**src/rtl/i2cbe_pkg.sv**
```systemverilog
// Shared types and constants for the I2C master bit engine.
`default_nettype none
package i2cbe_pkg;

  localparam int BITS_PER_BYTE = 8;
  localparam int BIT_CNT_W     = $clog2(BITS_PER_BYTE + 1);

  // Command codes
  localparam logic [2:0] CMD_START     = 3'd0;
  localparam logic [2:0] CMD_STOP      = 3'd1;
  localparam logic [2:0] CMD_WRITE     = 3'd2;
  localparam logic [2:0] CMD_READ_ACK  = 3'd3;
  localparam logic [2:0] CMD_READ_NACK = 3'd4;
  localparam logic [2:0] CMD_IDLE      = 3'd7;

  // Phases within one bit slot
  localparam logic [1:0] PH_SETUP = 2'd0;
  localparam logic [1:0] PH_HIGH  = 2'd1;
  localparam logic [1:0] PH_HOLD  = 2'd2;

  // Configuration register indexes
  localparam logic CFG_POLL_LIMIT = 1'b0;
  localparam logic CFG_TICKS      = 1'b1;

  localparam logic [7:0]  POLL_LIMIT_RST = 8'd250;
  localparam logic [15:0] TICKS_RST      = 16'd1;
  localparam logic [7:0]  MSB_MASK       = 8'h80;

  typedef struct packed {
    logic       cmd_valid;
    logic [2:0] mode;
    logic [7:0] write_byte;
    logic       sda_level;
  } in_word_t;

  typedef struct packed {
    logic       scl_release;
    logic       sda_release;
    logic       busy_res;
    logic       done_res;
    logic [7:0] read_byte;
    logic       ack_seen;
    logic       ack_timeout;
  } out_word_t;

  typedef struct packed {
    logic [2:0]           cmd;
    logic [1:0]           phase;
    logic [15:0]          tick;
    logic [BIT_CNT_W-1:0] bit_cnt;
    logic [7:0]           shift;
    logic [7:0]           poll;
    logic                 scl;
    logic                 sda;
    logic [7:0]           rdata;
    logic                 ack_seen;
    logic                 ack_to;
  } eng_state_t;

  localparam eng_state_t STATE_RST = '{
    cmd: CMD_IDLE, phase: PH_SETUP, tick: '0, bit_cnt: '0, shift: '0, poll: '0,
    scl: 1'b1, sda: 1'b1, rdata: '0, ack_seen: 1'b0, ack_to: 1'b0
  };

endpackage
`default_nettype wire

```
**src/rtl/i2c_master_bit_engine.sv**
```systemverilog
// Top level of the I2C master bit engine: input register, engine state, result register.
//
// Each input word is one timing tick of the bus waveform: an optional command
// (start, stop, write byte, read with ACK, read with NACK), the sampled SDA
// level and the byte to write. Each accepted word yields exactly one result
// word carrying the open-drain SCL/SDA drive (1 = released), busy, done, the
// last read byte and the ACK status of the last write.
// Both channels use valid/stall; a word moves when valid is high and stall low.
// out_valid comes from the result register, which takes each result from the
// input register through the combinational state update; one word per cycle is
// sustained while the receiver does not stall.
// When the receiver stalls, the result register holds; the input register
// still takes a word if it is empty, and in_stall rises while it holds one.
// cfg_index 0 is the ACK poll limit, 1 the ticks per phase of a bit; write
// them only while the engine is idle.
// Synchronous reset (rst_n low) empties both registers, puts the engine idle
// with SCL and SDA released, and loads poll limit 250 and ticks per phase 1.
`default_nettype none
module i2c_master_bit_engine
  import i2cbe_pkg::*;
(
  input  wire        clk,
  input  wire        rst_n,
  input  wire        in_valid,
  output logic       in_stall,
  input  wire in_word_t in_word,
  output logic       out_valid,
  input  wire        out_stall,
  output out_word_t  out_word,
  input  wire        cfg_we,
  input  wire        cfg_index,
  input  wire [15:0] cfg_wdata
);

  logic       in_valid_r;
  in_word_t   in_word_r;
  eng_state_t state_r;
  eng_state_t state_nxt;
  logic       out_valid_r;
  out_word_t  out_word_r;
  out_word_t  res_nxt;
  logic [7:0] poll_limit_r;
  logic [15:0] tpp_r;
  logic       adv;
  logic       fire;

  // Pipeline advance: result slot free or being drained
  assign adv      = !out_valid_r || !out_stall;
  assign fire     = in_valid_r && adv;
  assign in_stall = in_valid_r && !adv;

  i2cbe_step u_step (
    .cur_state       (state_r),
    .word_i          (in_word_r),
    .poll_limit      (poll_limit_r),
    .ticks_per_phase (tpp_r),
    .next_state      (state_nxt),
    .res_o           (res_nxt)
  );

  // Input register
  always_ff @(posedge clk) begin
    if (!rst_n) begin
      in_valid_r <= 1'b0;
    end else if (!in_stall) begin
      in_valid_r <= in_valid;
    end
    if (in_valid && !in_stall) begin
      in_word_r <= in_word;
    end
  end

  // Engine state and result register
  always_ff @(posedge clk) begin
    if (!rst_n) begin
      state_r     <= STATE_RST;
      out_valid_r <= 1'b0;
    end else begin
      if (fire) begin
        state_r <= state_nxt;
      end
      if (adv) begin
        out_valid_r <= in_valid_r;
      end
    end
    if (fire) begin
      out_word_r <= res_nxt;
    end
  end

  // Configuration registers
  always_ff @(posedge clk) begin
    if (!rst_n) begin
      poll_limit_r <= POLL_LIMIT_RST;
      tpp_r        <= TICKS_RST;
    end else if (cfg_we) begin
      case (cfg_index)
        CFG_POLL_LIMIT: poll_limit_r <= cfg_wdata[7:0];
        CFG_TICKS:      tpp_r        <= cfg_wdata;
        default:        tpp_r        <= tpp_r;
      endcase
    end
  end

  assign out_valid = out_valid_r;
  assign out_word  = out_word_r;

endmodule
`default_nettype wire

```
**src/rtl/i2cbe_step.sv**
```systemverilog
// Next-state and result logic for one tick of the I2C bit engine.
`default_nettype none
module i2cbe_step
  import i2cbe_pkg::*;
(
  input  wire eng_state_t cur_state,
  input  wire in_word_t   word_i,
  input  wire [7:0]       poll_limit,
  input  wire [15:0]      ticks_per_phase,
  output eng_state_t      next_state,
  output out_word_t       res_o
);

  logic [15:0] tpp_eff;
  logic [16:0] tick_plus;
  logic        is_read;
  logic        in_data;
  logic        busy;
  logic        done;
  logic        scl_drv;
  logic        sda_drv;

  always_comb begin
    next_state = cur_state;
    busy       = 1'b0;
    done       = 1'b0;
    scl_drv    = cur_state.scl;
    sda_drv    = cur_state.sda;

    // Launch a command when idle
    if (cur_state.cmd == CMD_IDLE && word_i.cmd_valid &&
        (word_i.mode inside {[CMD_START:CMD_READ_NACK]})) begin
      next_state.cmd      = word_i.mode;
      next_state.phase    = PH_SETUP;
      next_state.tick     = '0;
      next_state.bit_cnt  = '0;
      next_state.poll     = '0;
      next_state.shift    = (word_i.mode == CMD_WRITE) ? word_i.write_byte : 8'd0;
      next_state.ack_seen = 1'b0;
      next_state.ack_to   = 1'b0;
    end

    tpp_eff   = (ticks_per_phase == 16'd0) ? 16'd1 : ticks_per_phase;
    tick_plus = {1'b0, next_state.tick} + 17'd1;
    is_read   = (next_state.cmd == CMD_READ_ACK) || (next_state.cmd == CMD_READ_NACK);
    in_data   = next_state.bit_cnt < BIT_CNT_W'(BITS_PER_BYTE);

    if (next_state.cmd != CMD_IDLE) begin
      busy = 1'b1;

      // Line drive for this phase
      case (next_state.cmd)
        CMD_START: begin
          scl_drv = (next_state.phase == PH_SETUP) || (next_state.phase == PH_HIGH);
          sda_drv = (next_state.phase == PH_SETUP);
        end
        CMD_STOP: begin
          scl_drv = (next_state.phase != PH_SETUP);
          sda_drv = (next_state.phase == PH_HOLD);
        end
        CMD_WRITE: begin
          scl_drv = (next_state.phase == PH_HIGH);
          sda_drv = in_data ? ((next_state.shift & MSB_MASK) != 8'd0) : 1'b1;
        end
        default: begin
          scl_drv = (next_state.phase == PH_HIGH);
          sda_drv = in_data ? 1'b1 : (next_state.cmd == CMD_READ_NACK);
        end
      endcase
      next_state.scl = scl_drv;
      next_state.sda = sda_drv;

      if (next_state.cmd == CMD_WRITE && !in_data && next_state.phase == PH_HIGH) begin
        // ACK slot: poll SDA every tick
        if (!word_i.sda_level) begin
          next_state.ack_seen = 1'b1;
          next_state.phase    = PH_HOLD;
          next_state.tick     = '0;
        end else if (next_state.poll == poll_limit) begin
          next_state.ack_to  = 1'b1;
          next_state.cmd     = CMD_STOP;
          next_state.phase   = PH_SETUP;
          next_state.tick    = '0;
          next_state.bit_cnt = '0;
        end else begin
          next_state.poll = next_state.poll + 8'd1;
        end
      end else if (tick_plus < {1'b0, tpp_eff}) begin
        next_state.tick = tick_plus[15:0];
      end else begin
        next_state.tick = '0;
        // Sample read data at the end of the high phase
        if (is_read && in_data && next_state.phase == PH_HIGH) begin
          next_state.shift = {next_state.shift[6:0], word_i.sda_level};
        end
        if (next_state.phase != PH_HOLD) begin
          next_state.phase = next_state.phase + 2'd1;
        end else begin
          next_state.phase = PH_SETUP;
          if (next_state.cmd == CMD_START || next_state.cmd == CMD_STOP) begin
            next_state.cmd     = CMD_IDLE;
            next_state.bit_cnt = '0;
            done               = 1'b1;
          end else if (in_data) begin
            if (next_state.cmd == CMD_WRITE) begin
              next_state.shift = {next_state.shift[6:0], 1'b0};
            end
            next_state.bit_cnt = next_state.bit_cnt + BIT_CNT_W'(1);
            if (is_read && next_state.bit_cnt == BIT_CNT_W'(BITS_PER_BYTE)) begin
              next_state.rdata = next_state.shift;
            end
          end else begin
            next_state.cmd     = CMD_IDLE;
            next_state.bit_cnt = '0;
            done               = 1'b1;
          end
        end
      end
    end

    res_o.scl_release = next_state.scl;
    res_o.sda_release = next_state.sda;
    res_o.busy_res    = busy;
    res_o.done_res    = done;
    res_o.read_byte   = next_state.rdata;
    res_o.ack_seen    = next_state.ack_seen;
    res_o.ack_timeout = next_state.ack_to;
  end

endmodule
`default_nettype wire

```
**config.mk**
```make
export PLATFORM = sky130hd
export DESIGN_NAME = i2c_master_bit_engine
export DESIGN_NICKNAME = d
export VERILOG_FILES = /design/src/rtl/i2cbe_pkg.sv /design/src/rtl/i2c_master_bit_engine.sv /design/src/rtl/i2cbe_step.sv
export SDC_FILE = /design/constraint.sdc
export NUM_CORES = 1
export LEC_CHECK = 0
export BUFFER_PORTS_ARGS = -buffer_cell sky130_fd_sc_hd__buf_2
export CELL_PAD_IN_SITES_DETAIL_PLACEMENT = 1
export CELL_PAD_IN_SITES_GLOBAL_PLACEMENT = 2
export CORE_UTILIZATION = 36
export CTS_BUF_LIST = sky130_fd_sc_hd__clkbuf_8
export CTS_CLUSTER_SIZE = 16
export DETAILED_ROUTE_END_ITERATION = 7
export PLACE_DENSITY_LB_ADDON = 0.1
export REMOVE_ABC_BUFFERS = 1
export SKIP_CTS_REPAIR_TIMING = 1
export SYNTH_ARGS = -nofsm -noshare
export SYNTH_HDL_FRONTEND = slang
export SYNTH_SLANG_ARGS = --single-unit
export TNS_END_PERCENT = 1
```
**constraint.sdc**
```tcl
create_clock -name clk -period 7.6 [get_ports clk]
set_input_delay 0.76 -clock clk [delete_from_list [all_inputs] [get_ports clk]]
set_output_delay 0.76 -clock clk [all_outputs]
set_load 0.03 [all_outputs]
```
==> report_table.html <==
<table>
<tr><th>Metric</th><th>Value</th></tr>
<tr><th colspan="2">Outcome</th></tr>
<tr><td>Status</td><td>complete, no violations</td></tr>
<tr><th colspan="2">Layout</th></tr>
<tr><td>Non-Filler Instances</td><td>977</td></tr>
<tr><td>Core Util, Final</td><td>40.7%</td></tr>
<tr><td>Sequential Area</td><td>0.00239 mm²</td></tr>
<tr><td>Layout filler cell count</td><td>2002</td></tr>
<tr><td>Number of nets in the finished design</td><td>807</td></tr>
<tr><td>Fraction of final layout cells sized beyond drive strength 1</td><td>13.1%</td></tr>
<tr><td>Layout Cell Area excl Fill</td><td>0.00678 mm²</td></tr>
<tr><td>Antenna diode count</td><td>0</td></tr>
<tr><td>Synthesis-to-finish area growth</td><td>9.85%</td></tr>
<tr><td>Footprint of the multi-input gates</td><td>0.00349 mm²</td></tr>
<tr><th colspan="2">Power and ir drop</th></tr>
<tr><td>Power per cell area</td><td>180 mW/mm²</td></tr>
<tr><td>Internal power consumption</td><td>0.869 mW</td></tr>
<tr><td>Total power after layout</td><td>1.22 mW</td></tr>
<tr><td>Power share of the sequential group</td><td>50.1%</td></tr>
<tr><td>Maximum ir drop on the vdd rail</td><td>0.000107 V</td></tr>
<tr><td>Combinational group share of total power</td><td>13.9%</td></tr>
<tr><td>LEAKAGE</td><td>2.51 nW</td></tr>
<tr><td>Sw power</td><td>0.354 mW</td></tr>
<tr><td>Switching power as a share of total power</td><td>28.9%</td></tr>
<tr><td>Proportion of power drawn by the clock network</td><td>36.0%</td></tr>
<tr><th colspan="2">Job</th></tr>
<tr><td># Max-Cap Violations</td><td>0</td></tr>
<tr><th colspan="2">STA</th></tr>
<tr><td>Final Worst Setup Slack</td><td>1.95 ns</td></tr>
<tr><td>Final critical-path required period</td><td>5.65 ns</td></tr>
<tr><td>Summed negative setup slack over all endpoints</td><td>0 ns</td></tr>
<tr><td>Count of endpoints failing hold in the final timing report</td><td>0</td></tr>
<tr><td>Tightest Pin Transition</td><td>1.30 ns</td></tr>
<tr><td>Achievable frequency</td><td>0.177 GHz</td></tr>
<tr><td>Share of the clock period used by the worst path</td><td>74.4%</td></tr>
<tr><td>Setup Viol. Count Final</td><td>0</td></tr>
<tr><td>Total count of max-transition violations in the final report</td><td>0</td></tr>
<tr><td>Final worst hold slack</td><td>0.481 ns</td></tr>
<tr><td>Headroom to the max-slew limit</td><td>12.7%</td></tr>
<tr><td>RSZ-0062 raised after global routing</td><td>false</td></tr>
<tr><td>Skew final</td><td>0.0190 ns</td></tr>
<tr><th colspan="2">Die</th></tr>
<tr><td>Ports</td><td>51</td></tr>
<tr><td>Area of the die</td><td>0.0177 mm²</td></tr>
<tr><td>Core ar.</td><td>0.0166 mm²</td></tr>
<tr><td>Die Height</td><td>133 µm</td></tr>
<tr><td>Chip Width</td><td>133 µm</td></tr>
<tr><td>Initial Util</td><td>37.1%</td></tr>
<tr><td>Number of cell rows</td><td>47</td></tr>
<tr><th colspan="2">Drt</th></tr>
<tr><td>Post-detailed-route count of antenna-violating nets</td><td>0</td></tr>
<tr><td>DRC violation count after routing</td><td>0</td></tr>
<tr><td>Total via count after detailed routing</td><td>5576</td></tr>
<tr><td>DRC violation total after the first TritonRoute iteration</td><td>234</td></tr>
<tr><td>Detailed-router iteration count before antenna repair</td><td>5</td></tr>
<tr><td>Vias per cell</td><td>5.71</td></tr>
<tr><td>Total detailed-routing wirelength</td><td>18800 µm</td></tr>
<tr><td>Wire length per cell after detailed routing</td><td>19.2 µm</td></tr>
<tr><th colspan="2">Worst setup path</th></tr>
<tr><td>Data arrival time of the critical path</td><td>5.98 ns</td></tr>
<tr><td>Required @ worst endpoint</td><td>7.93 ns</td></tr>
<tr><td>Startpoint types</td><td>flop</td></tr>
<tr><td>Setup crit end kind</td><td>flop</td></tr>
<tr><td>Cell with the largest stage delay on the worst path</td><td>nor3_2</td></tr>
<tr><td>Delay of the slowest critical-path stage</td><td>1.07 ns</td></tr>
<tr><td>Critical path start-end classification</td><td>reg2reg</td></tr>
<tr><td>Number of cells on the worst reg-to-reg path</td><td>16</td></tr>
<tr><td>Worst-path fanout max</td><td>32</td></tr>
<tr><td>Sequence of cells on the critical path</td><td>and4_1 &gt; nand2_4 &gt; and2_1 &gt; ha_1 &gt; and4_1 &gt; o2111ai_1 &gt; or3_1 &gt; a21oi_1 &gt; ha_1 &gt; and3_1 &gt; a21oi_1 &gt; nand3_1 &gt; o31a_1 &gt; nor3_2 &gt; a2111oi_0 &gt; o21ai_0</td></tr>
<tr><th colspan="2">Yosys</th></tr>
<tr><td>Count of flip-flops with a built-in enable after synthesis</td><td>27</td></tr>
<tr><td>Async set-reset flop share out of synthesis</td><td>0%</td></tr>
<tr><td>Post-synthesis area per instance</td><td>8.50 µm²</td></tr>
<tr><td>Post-synth top cells</td><td>nand2_1, dfxtp_1, nor2_1, a21oi_1, nand3_1</td></tr>
<tr><td>Number of cells produced by synthesis</td><td>726</td></tr>
<tr><td>Synthesis Warnings</td><td>0</td></tr>
<tr><td>Mapped cell area</td><td>0.00617 mm²</td></tr>
<tr><td>Post-synthesis sequential area ratio</td><td>38.8%</td></tr>
<tr><td>Library cells used by synthesis</td><td>73</td></tr>
<tr><td>Most used flip-flop cell after synthesis</td><td>dfxtp_1</td></tr>
<tr><td>Dominant cell type by area after synthesis</td><td>dfxtp_1</td></tr>
<tr><td>Flip-flop and latch count after synthesis</td><td>106</td></tr>
<tr><td>Most common cell in the netlist</td><td>nand2_1</td></tr>
<tr><td>Top cells by area in the synthesized netlist</td><td>dfxtp_1, edfxtp_1, nand2_1</td></tr>
<tr><td>Top cell type's share of synthesized area</td><td>25.6%</td></tr>
<tr><th colspan="2">Clock tree</th></tr>
<tr><td>Insertion delay to the later sink of the worst-skew pair</td><td>0.39 ns</td></tr>
<tr><td>Reg clk slew, reported paths</td><td>0.11 ns</td></tr>
<tr><td>Maximum level of the CTS H-tree</td><td>3</td></tr>
<tr><td>CTS sink cnt</td><td>106</td></tr>
<tr><td>CTS tree</td><td>built</td></tr>
<tr><td>Number of buffers between clock root and the deepest sink</td><td>2</td></tr>
<tr><td>Number of buffers created by CTS</td><td>9</td></tr>
<tr><td>Clock tree root buffer cell</td><td>clkbuf_8</td></tr>
<tr><th colspan="2">Placed design</th></tr>
<tr><td>Setup Slack @ Placement</td><td>2.02 ns</td></tr>
<tr><td>Placed standard-cell area</td><td>0.00654 mm²</td></tr>
<tr><td>Number of I/O port buffers</td><td>50</td></tr>
<tr><td>Post-placement cell count</td><td>961</td></tr>
<tr><td>DP HPWL</td><td>13800 µm</td></tr>
<tr><td>Global placement routability congestion</td><td>0.828</td></tr>
<tr><th colspan="2">GRT</th></tr>
<tr><td>Met3 track utilization from global routing</td><td>3.10%</td></tr>
<tr><td>GRT Total Usage</td><td>22.3%</td></tr>
<tr><td>Met2 layer usage reported by global route</td><td>37.1%</td></tr>
<tr><td>Wire length of the first global-routing pass</td><td>31000 µm</td></tr>
<tr><td>Met1 Resource Use GR</td><td>30.3%</td></tr>
<tr><td>Grt total ovfl</td><td>0</td></tr>
<tr><td>Initial antenna violation count</td><td>0</td></tr>
<tr><td>Maximum number of pins on one net before global-route repair</td><td>58</td></tr>
<tr><td>Highest-utilization routing layer at the global route stage</td><td>met2</td></tr>
<tr><td>Number of global-route vias before repair</td><td>5758</td></tr>
<tr><th colspan="2">Hold path</th></tr>
<tr><td>Worst hold path class</td><td>reg2reg</td></tr>
<tr><td>Count of cells along the worst hold path</td><td>2</td></tr>
</table>
==> flip-flops by register name, summed over array words and instances (netlist names) <==
| register | flops |
|---|---|
| tpp_r | 16 |
| out_word | 14 |
| poll_limit_r | 8 |
| in_valid_r | 1 |
| in_word_r | 13 |
| out_valid | 1 |
| state_r | 53 |
==> power by group through the flow <==
stage / registers, mW / clock network [mW] / logic (mW)
finish: 0.613 / 0.441 / 0.170
global route: 0.616 / 0.473 / 0.187
CTS: 0.613 / 0.451 / 0.170
detailed placement: 0.626 / 0 / 0.170
global placement: 0.625 / 0 / 0.166
floorplan: 0.628 / 0 / 0.0990
==> path summary, 6_finish.rpt <==
kind	to	slack, ns	from
setup reg to reg	state_r[40]$_SDFFE_PN0P_	1.95	in_word_r[12]$_DFFE_PP_
hold reg to reg	state_r[29]$_SDFFE_PN0P_	0.48	state_r[29]$_SDFFE_PN0P_
hold / removal	state_r[29]$_SDFFE_PN0P_	0.48	state_r[29]$_SDFFE_PN0P_
setup / recovery	state_r[40]$_SDFFE_PN0P_	1.95	in_word_r[12]$_DFFE_PP_
==> critical path: cells and delay by family (launching register included) <==
kind / cells / cell delay [ns]
and+or+nand+nor: 8 / 2.98
adders and majority gates: 2 / 0.54
AOI/OAI and AO/OA: 6 / 1.56
DFF: 1 / 0.49
==> kinds of logic (layout without fill, tap and decap cells) <==
logic type | Yosys count | count (layout) | share of synthesized area, %
simple gates | 301 | 301 | 24.4
buf+inv | 65 | 96 | 4.78
xor+xnor | 25 | 25 | 3.55
flops | 106 | 106 | 38.8
fa+ha+maj | 20 | 20 | 4.05
mux | 24 | 24 | 4.09
compound gates | 185 | 185 | 20.3
==> per-layer routing <==
metal	share of wire, %	vias to the layer above	wire length, µm
met2	47	92	8900
met4	1.2	0	232
met5	0	-	0
met3	2.7	15	504
li1	-	2707	-
met1	49	2762	9170
==> area by class of cell <==
class | instances | area share, %
inverter | 25 | 1.38
clock inverter | 7 | 1.81
multi-input combinational | 555 | 51.4
timing repair buffer | 55 | 4.24
clock buffer | 9 | 1.83
tap | 220 | 4.06
sequential | 106 | 35.3
==> cells in the final DEF, fill, tap and decap left out, drive strengths merged, types with 10 or more instances in the layout <==
master  synthesis  layout
nand3          32      32
ha             20      20
xnor2          13      13
a211oi         13      13
edfxtp         27      27
and3           12      12
nand2         113     113
a32oi          14      14
and2           17      17
nor3           15      15
xor2           12      12
a21oi          52      52
dfxtp          79      79
mux2i          14      14
mux2           10      10
buf            19      55
a31oi          11      11
o21ai          36      36
nor2           58      58
inv            25      29
nor4           13      13
(Power assumes the default switching activity.)
